`config.mk`:
```
export PLATFORM = sky130hd
export DESIGN_NAME = demand_page_frame_replacer
export DESIGN_NICKNAME = d
export VERILOG_FILES = /design/src/design/dpfr_pkg.sv /design/src/design/demand_page_frame_replacer.sv /design/src/design/dpfr_frame_table.sv
export SDC_FILE = /design/constraint.sdc
export NUM_CORES = 2
export LEC_CHECK = 0
export CORE_MARGIN = 1.5
export CORE_UTILIZATION = 65
export DETAILED_ROUTE_END_ITERATION = 6
export DONT_BUFFER_PORTS = 1
export MAX_ROUTING_LAYER = met4
export PLACE_DENSITY_LB_ADDON = 0.08
export SYNTH_ARGS = -nofsm -noshare
export SYNTH_HDL_FRONTEND = slang
export SYNTH_HIERARCHICAL = 1
export SYNTH_SLANG_ARGS = --single-unit
```
`constraint.sdc`:
```
create_clock -name clk_i -period 11.8 [get_ports clk_i]
set_clock_uncertainty 0.15 [all_clocks]
set_input_delay 0.59 -clock clk_i [delete_from_list [all_inputs] [get_ports clk_i]]
set_output_delay 0.59 -clock clk_i [all_outputs]
set_load 0.05 [all_outputs]
```
`src/design/dpfr_pkg.sv`:
```
`timescale 1ns / 1ps
// ----------------------------------------------------------------------------
// dpfr_pkg
// Shared types and constants for the demand page frame replacer.
// ----------------------------------------------------------------------------
package dpfr_pkg;

  // default geometry
  localparam int unsigned DefPages     = 128;
  localparam int unsigned DefFrames    = 90;
  localparam int unsigned DefPageShift = 13;

  // field widths
  localparam int unsigned VaddrW    = 31;
  localparam int unsigned RandW     = 32;
  localparam int unsigned BaseW     = 29;
  localparam int unsigned PageOutW  = 7;
  localparam int unsigned FrameOutW = 7;
  localparam int unsigned RomOffW   = 24;
  localparam int unsigned PageIdxW  = 11;
  localparam int unsigned CtxW      = 23;
  localparam int unsigned CountW    = 32;

  // tag placed over an evicted page's unmap address
  localparam logic [VaddrW-1:0] EvictTag = 31'h7F00_0000;
  // flag bits in the low part of a page table word
  localparam logic [5:0]        CtxFlags = 6'h1F;

  // command codes
  typedef enum logic [0:0] {
    CMD_FAULT = 1'b0,
    CMD_CLEAR = 1'b1
  } cmd_e;

endpackage

```
`src/design/demand_page_frame_replacer.sv`:
```
`timescale 1ns / 1ps
// ----------------------------------------------------------------------------
// demand_page_frame_replacer
// Random replacement frame allocator for on-demand ROM pages.
// ----------------------------------------------------------------------------
// Three register stages: the input register also holds the reciprocal
// product for random_word mod FRAMES, the second stage holds the chosen frame
// and the registered frame table read, the third is the result register.
// A transaction is accepted every cycle unless the output stalls; its result
// passes stage b and the result register, the table read register setting the
// depth. The frame occupancy bits clear at reset, so no clearing pass is needed.
// The page table itself lives outside: each fault reports the context word to
// write at page_index and the evicted page whose entry goes back to 1.
// ----------------------------------------------------------------------------
module demand_page_frame_replacer #(
  parameter int unsigned PAGES      = dpfr_pkg::DefPages,
  parameter int unsigned FRAMES     = dpfr_pkg::DefFrames,
  parameter int unsigned PAGE_SHIFT = dpfr_pkg::DefPageShift
) (
  input  logic                               clk_i,
  input  logic                               rst_ni,
  input  logic                               cfg_we_i,
  input  logic [dpfr_pkg::BaseW-1:0]         cfg_wdata_i,
  input  logic                               in_valid_i,
  output logic                               in_ready_o,
  input  logic                               cmd_i,
  input  logic [dpfr_pkg::VaddrW-1:0]        fault_address_i,
  input  logic [dpfr_pkg::RandW-1:0]         random_word_i,
  output logic                               out_valid_o,
  input  logic                               out_ready_i,
  output logic [dpfr_pkg::VaddrW-1:0]        unmap_fault_hi_o,
  output logic                               evict_valid_o,
  output logic [dpfr_pkg::VaddrW-1:0]        evict_hi_o,
  output logic [dpfr_pkg::PageOutW-1:0]      evicted_page_o,
  output logic [dpfr_pkg::FrameOutW-1:0]     chosen_frame_o,
  output logic [dpfr_pkg::RomOffW-1:0]       rom_offset_o,
  output logic [dpfr_pkg::PageIdxW-1:0]      page_index_o,
  output logic [dpfr_pkg::CtxW-1:0]          new_context_o,
  output logic                               page_out_of_range_o,
  output logic [dpfr_pkg::CountW-1:0]        fault_count_o
);
  import dpfr_pkg::*;

  localparam int unsigned FidxW = $clog2(FRAMES);
  localparam int unsigned PidxW = $clog2(PAGES);
  localparam int unsigned PhysW = 30;
  // floor(2^32 / FRAMES): quotient estimate is short by at most one
  localparam longint unsigned RecipL = (64'd1 << 32) / FRAMES;
  localparam logic [31:0] Recip   = 32'(RecipL);
  localparam logic [31:0] FramesU = 32'(FRAMES);
  localparam logic [VaddrW-1:0]  InPageMask = VaddrW'((32'd1 << PAGE_SHIFT) - 32'd1);
  localparam logic [RomOffW-1:0] PagesU     = RomOffW'(PAGES);

  // configuration register
  logic [BaseW-1:0] base_q;

  always_ff @(posedge clk_i or negedge rst_ni) begin
    if (!rst_ni) begin
      base_q <= '0;
    end else if (cfg_we_i) begin
      base_q <= cfg_wdata_i;
    end
  end

  // handshake chain
  logic a_valid_q, b_valid_q, c_valid_q;
  logic a_adv, b_adv, b_ready, c_ready;

  assign c_ready    = !c_valid_q || out_ready_i;
  assign b_adv      = b_valid_q && c_ready;
  assign b_ready    = !b_valid_q || c_ready;
  assign a_adv      = a_valid_q && b_ready;
  assign in_ready_o = !a_valid_q || b_ready;

  // stage a: input register with the reciprocal product
  cmd_e              a_cmd_q;
  logic [VaddrW-1:0] a_addr_q;
  logic [31:0]       a_rnd_q;
  logic [31:0]       a_quot_q;
  logic [63:0]       recip_prod;

  assign recip_prod = {32'd0, random_word_i} * {32'd0, Recip};

  always_ff @(posedge clk_i or negedge rst_ni) begin
    if (!rst_ni) begin
      a_valid_q <= 1'b0;
    end else if (in_ready_o) begin
      a_valid_q <= in_valid_i;
    end
  end

  always_ff @(posedge clk_i) begin
    if (in_valid_i && in_ready_o) begin
      a_cmd_q  <= cmd_e'(cmd_i);
      a_addr_q <= fault_address_i;
      a_rnd_q  <= random_word_i;
      a_quot_q <= recip_prod[63:32];
    end
  end

  // remainder with one correction step
  logic [31:0]      rem_raw;
  logic [31:0]      rem_fix;
  logic [FidxW-1:0] a_frame;

  assign rem_raw = a_rnd_q - (a_quot_q * FramesU);
  assign rem_fix = (rem_raw >= FramesU) ? (rem_raw - FramesU) : rem_raw;
  assign a_frame = rem_fix[FidxW-1:0];

  // stage b: chosen frame plus table read
  cmd_e              b_cmd_q;
  logic [VaddrW-1:0] b_addr_q;
  logic [FidxW-1:0]  b_frame_q;
  logic              tbl_used;
  logic [PidxW-1:0]  tbl_page;

  always_ff @(posedge clk_i or negedge rst_ni) begin
    if (!rst_ni) begin
      b_valid_q <= 1'b0;
    end else if (b_ready) begin
      b_valid_q <= a_valid_q;
    end
  end

  always_ff @(posedge clk_i) begin
    if (a_adv) begin
      b_cmd_q   <= a_cmd_q;
      b_addr_q  <= a_addr_q;
      b_frame_q <= a_frame;
    end
  end

  // page address decode
  logic [VaddrW-1:0]  aligned;
  logic [RomOffW-1:0] rom_off;
  logic [RomOffW-1:0] page_full;
  logic [PidxW-1:0]   page_idx;
  logic               oor;
  logic               is_fault;

  assign is_fault  = (b_cmd_q == CMD_FAULT);
  assign aligned   = b_addr_q & ~InPageMask;
  assign rom_off   = aligned[RomOffW-1:0];
  assign page_full = rom_off >> PAGE_SHIFT;
  assign page_idx  = page_full[PidxW-1:0];
  assign oor       = (page_full >= PagesU);

  dpfr_frame_table #(
    .FRAMES (FRAMES),
    .PAGES  (PAGES)
  ) u_frame_table (
    .clk_i      (clk_i),
    .rst_ni     (rst_ni),
    .rd_en_i    (a_adv),
    .rd_frame_i (a_frame),
    .rd_used_o  (tbl_used),
    .rd_page_o  (tbl_page),
    .wr_en_i    (b_adv && is_fault),
    .wr_frame_i (b_frame_q),
    .wr_used_i  (!oor),
    .wr_page_i  (page_idx)
  );

  // eviction and context word
  logic [VaddrW-1:0] ev_hi;
  logic [PhysW-1:0]  phys;
  logic [CtxW-1:0]   ctx;

  assign ev_hi = EvictTag | (VaddrW'(tbl_page) << PAGE_SHIFT);
  assign phys  = PhysW'(base_q) + (PhysW'(b_frame_q) << PAGE_SHIFT);
  assign ctx   = {phys[28:12], CtxFlags};

  // fault counter
  logic [CountW-1:0] cnt_q, cnt_d;

  assign cnt_d = is_fault ? (cnt_q + CountW'(1)) : '0;

  always_ff @(posedge clk_i or negedge rst_ni) begin
    if (!rst_ni) begin
      cnt_q <= '0;
    end else if (b_adv) begin
      cnt_q <= cnt_d;
    end
  end

  // stage c: result register
  always_ff @(posedge clk_i or negedge rst_ni) begin
    if (!rst_ni) begin
      c_valid_q <= 1'b0;
    end else if (c_ready) begin
      c_valid_q <= b_valid_q;
    end
  end

  always_ff @(posedge clk_i) begin
    if (b_adv) begin
      fault_count_o <= cnt_d;
      if (is_fault) begin
        unmap_fault_hi_o    <= aligned;
        evict_valid_o       <= tbl_used;
        evict_hi_o          <= tbl_used ? ev_hi : '0;
        evicted_page_o      <= tbl_used ? PageOutW'(tbl_page) : '0;
        chosen_frame_o      <= FrameOutW'(b_frame_q);
        rom_offset_o        <= rom_off;
        page_index_o        <= page_full[PageIdxW-1:0];
        new_context_o       <= ctx;
        page_out_of_range_o <= oor;
      end else begin
        unmap_fault_hi_o    <= '0;
        evict_valid_o       <= 1'b0;
        evict_hi_o          <= '0;
        evicted_page_o      <= '0;
        chosen_frame_o      <= '0;
        rom_offset_o        <= '0;
        page_index_o        <= '0;
        new_context_o       <= '0;
        page_out_of_range_o <= 1'b0;
      end
    end
  end

  assign out_valid_o = c_valid_q;

endmodule

```
`src/design/dpfr_frame_table.sv`:
```
`timescale 1ns / 1ps
// ----------------------------------------------------------------------------
// dpfr_frame_table
// Frame occupancy bits and the page held by each frame, with write-first read.
// ----------------------------------------------------------------------------
module dpfr_frame_table #(
  parameter int unsigned FRAMES = dpfr_pkg::DefFrames,
  parameter int unsigned PAGES  = dpfr_pkg::DefPages
) (
  input  logic                       clk_i,
  input  logic                       rst_ni,
  input  logic                       rd_en_i,
  input  logic [$clog2(FRAMES)-1:0]  rd_frame_i,
  output logic                       rd_used_o,
  output logic [$clog2(PAGES)-1:0]   rd_page_o,
  input  logic                       wr_en_i,
  input  logic [$clog2(FRAMES)-1:0]  wr_frame_i,
  input  logic                       wr_used_i,
  input  logic [$clog2(PAGES)-1:0]   wr_page_i
);
  import dpfr_pkg::*;

  localparam int unsigned PidxW = $clog2(PAGES);

  logic             used_q [FRAMES];
  logic [PidxW-1:0] page_mem [FRAMES];
  logic             rd_used_q;
  logic [PidxW-1:0] rd_page_q;
  logic             bypass;

  // a read of the frame being written this cycle sees the new contents
  assign bypass = wr_en_i && (rd_frame_i == wr_frame_i);

  // occupancy bits, cleared by reset
  always_ff @(posedge clk_i or negedge rst_ni) begin
    if (!rst_ni) begin
      for (int i = 0; i < FRAMES; i++) begin
        used_q[i] <= 1'b0;
      end
    end else if (wr_en_i) begin
      used_q[wr_frame_i] <= wr_used_i;
    end
  end

  // page memory, only meaningful where the occupancy bit is set
  always_ff @(posedge clk_i) begin
    if (wr_en_i && wr_used_i) begin
      page_mem[wr_frame_i] <= wr_page_i;
    end
  end

  // registered read port
  always_ff @(posedge clk_i) begin
    if (rd_en_i) begin
      if (bypass) begin
        rd_used_q <= wr_used_i;
        rd_page_q <= wr_page_i;
      end else begin
        rd_used_q <= used_q[rd_frame_i];
        rd_page_q <= page_mem[rd_frame_i];
      end
    end
  end

  assign rd_used_o = rd_used_q;
  assign rd_page_o = rd_page_q;

endmodule
```
==> impl_metrics.csv <==
group,metric,value,unit
placement,place_congestion,0.935,
clock_tree,holdBufCountCts,73,
clock_tree,cts.sinks,967,
critical_path,reg2reg_slack,1.69,ns
placement,dp_hpwl,86800,µm
detailed_routing,ant_nets,0,
die,start_util,65.5,%
detailed_routing,route.detailed.drc,0,
critical_path,critPathLaunchType,"flip-flop",
clock_tree,path_clk_slew,0.06,ns
sta,slew_viol_final,0,
die,die_w,293,µm
clock_tree,clockRootBuffer,"clkbuf_16",
clock_tree,cts_tree,"built",
synth,ys_seq_area_share,51.9,%
critical_path,cp_slowest_stage_delay,0.72,ns
synth,synth_area_leaders,"edfxtp_1 45%, fa_1 11%, ha_1 8.0%, mux4_2 7.1%, dfrtp_1 6.5%",
die,die_h,293,µm
global_route,grt_usage,30.8,%
critical_path,crit_path_end_kind,"flip-flop",
cells_and_area,finalNetCount,4665,
synth,async_flop_share,14.7,%
cells_and_area,layout-drive-gt1-share,11.6,%
synth,synth_common_cells,"825 x edfxtp_1, 446 x inv_1, 350 x ha_1, 293 x fa_1, 270 x nor2_1",
clock_tree,cts.path.max_buffers,3,
clock_tree,clock_latency,0.67,ns
sta,fin_tns_setup,0,ns
critical_path,cp.arrival,10.49,ns
synth,yosysWarnings,6,
cells_and_area,n_fill_cell,5394,
die,core_area,0.0834,mm²
sta,max_freq,98.9,MHz
placement,portBuffers,0,
sta,timing.final.crit_share,85.7,%
die,io_pins,268,
die,dieArea,0.0858,mm²
global_route,grt_pass1_vias,32700,
flow_run,drv_cap,0,
cells_and_area,multiInputGateArea,0.0234,mm²
critical_path,timing.critical_path.required,12.17,ns
synth,synth-main-ff-cell,"edfxtp_1",
synth,yosysTopAreaCell,"edfxtp_1",
detailed_routing,via_per_inst,6.26,
critical_path,path_class,"reg -> reg",
sta,relSlewSlack,15.7,%
sta,hold_viol_final,0,
cells_and_area,post-route-util,70.9,%
synth,synth.avg_cell_area,14.0,µm²
synth,synth_cell_types,105,
detailed_routing,drt_iter0_drc,2899,
detailed_routing,post_drt_wl_per_cell,24.7,µm
synth,yosysMostFrequentCell,"edfxtp_1",
clock_tree,cts_resized,0,
global_route,antenna_found_initial,1,
sta,setup_violations,0,
synth,ys_ff_latch,967,
detailed_routing,first_pass_iters,6,
clock_tree,postCtsSetupBuffers,0,
critical_path,crit_slowest_cell,"a2111oi_0",
global_route,grt_max_degree,143,
cells_and_area,syn2layout_area_growth,8.35,%
detailed_routing,num_vias,31800,
cells_and_area,seq_area,0.0283,mm²
detailed_routing,wirelength,126000,µm
synth,syn_area,0.0546,mm²
sta,period_minus_slack,10.11,ns
global_route,grt_overflow_total,0,
global_route,grt_pass1_wl,194000,µm
synth,synth_cells,3888,
sta,tightestPinTransition,1.26,ns
critical_path,crit_fanout,26,
worst_hold_path,min_path_type,"in -> reg",
outcome,status,"finished clean",
synth,synth_edf_count,825,
die,rows,106,
clock_tree,htreeDepth,3,
clock_tree,cts_inserted_buffers,97,
synth,synth_top_cell_area_share,45.4,%
critical_path,crit_path_frequent_cell,"ha_1",
sta,rsz0062_at_grt,"no",
state kept, by name (all words and copies together), names as in the netlist, 17 cells and up:
| register | count |
|---|---|
| fault_count_o | 32 |
| base_q | 17 |
| cnt_q | 32 |
| unmap_fault_hi_o | 18 |
| a_quot_q | 26 |
| a_addr_q | 18 |
| u_frame_table/page_mem | 630 |
| u_frame_table/used_q | 90 |
| new_context_o | 18 |
| b_addr_q | 18 |
| a_rnd_q | 32 |
placed cells by master, fill, tap and decap left out, drive strengths merged, types with 54 or more instances in the layout:
master	instances
a21oi	98
clkbuf	125
dfrtp	142
dlygate4sd3	72
edfxtp	825
fa	293
ha	350
inv	451
mux2	86
mux4	178
nand2	135
nand3	54
nor2	270
nor2b	59
o21ai	133
xnor2	60
stage by stage:
stage	cell area, µm²	instances	hold slack, ns	setup slack (ns)
2_1_floorplan	54800	3931	0.144	3.84
3_3_place_gp	55200	4832	0.150	1.99
3_5_place_dp	55200	4832	0.150	1.90
4_1_cts	59200	5085	0.142	1.79
5_1_grt	59200	5086	0.148	1.15
6_report	59200	5087	0.174	1.69
worst max-delay path, delay by kind of cell (launching register included):
| family | cells | cell delay (ns) |
|---|---|---|
| mux | 1 | 0.44 |
| compound gates | 12 | 3.94 |
| fa+ha+maj | 5 | 2.11 |
| flops | 1 | 0.43 |
| buf+inv | 4 | 0.74 |
| simple gates | 7 | 1.83 |
| xor+xnor | 2 | 0.38 |
cells by family after synthesis:
kind of cell / Yosys count / share of synthesized area (%)
compound gates: 473 / 5.61
xor+xnor: 110 / 1.78
fa+ha+maj: 643 / 18.8
buf+inv: 676 / 5.69
flops: 967 / 51.9
mux: 312 / 10.0
other cells: 1 / 0.00687
simple gates: 706 / 6.25
layer usage:
layer	vias to the layer above	GRT usage (%)	routed length [µm]
li1	14000	-	-
met1	16200	43.9	53400
met2	1438	47.3	59300
met3	216	4.55	10100
met4	0	8.21	3030
met5	-	-	0
path summary, 6_finish.rpt:
kind                         startpoint                         end  cells past startpoint
max in group asynchronous        rst_ni    u_frame_table/used_q[68]                      2
min in group asynchronous        rst_ni                   cnt_q[21]                      2
min reg2reg                a_addr_q[25]                b_addr_q[25]                      0
min                          in_valid_i                a_addr_q[28]                      1
max                         a_quot_q[1]  u_frame_table/rd_page_o[0]                     31
max reg2reg                 a_quot_q[1]  u_frame_table/rd_page_o[0]                     31
area by class of cell:
cell class	count	share of cell area (%)
well taps	1080	2.28
clock buffers	125	4.38
inverters	448	2.84
diodes	2	0.00846
multi-input cells	2288	39.5
flip-flops and latches	967	47.9
clock inverters	55	1.06
repair buffers	122	2.01
Power is left out: the tool's default activity adds up to more than one toggle a clock period on the data nets, which glitch-free logic cannot reach.
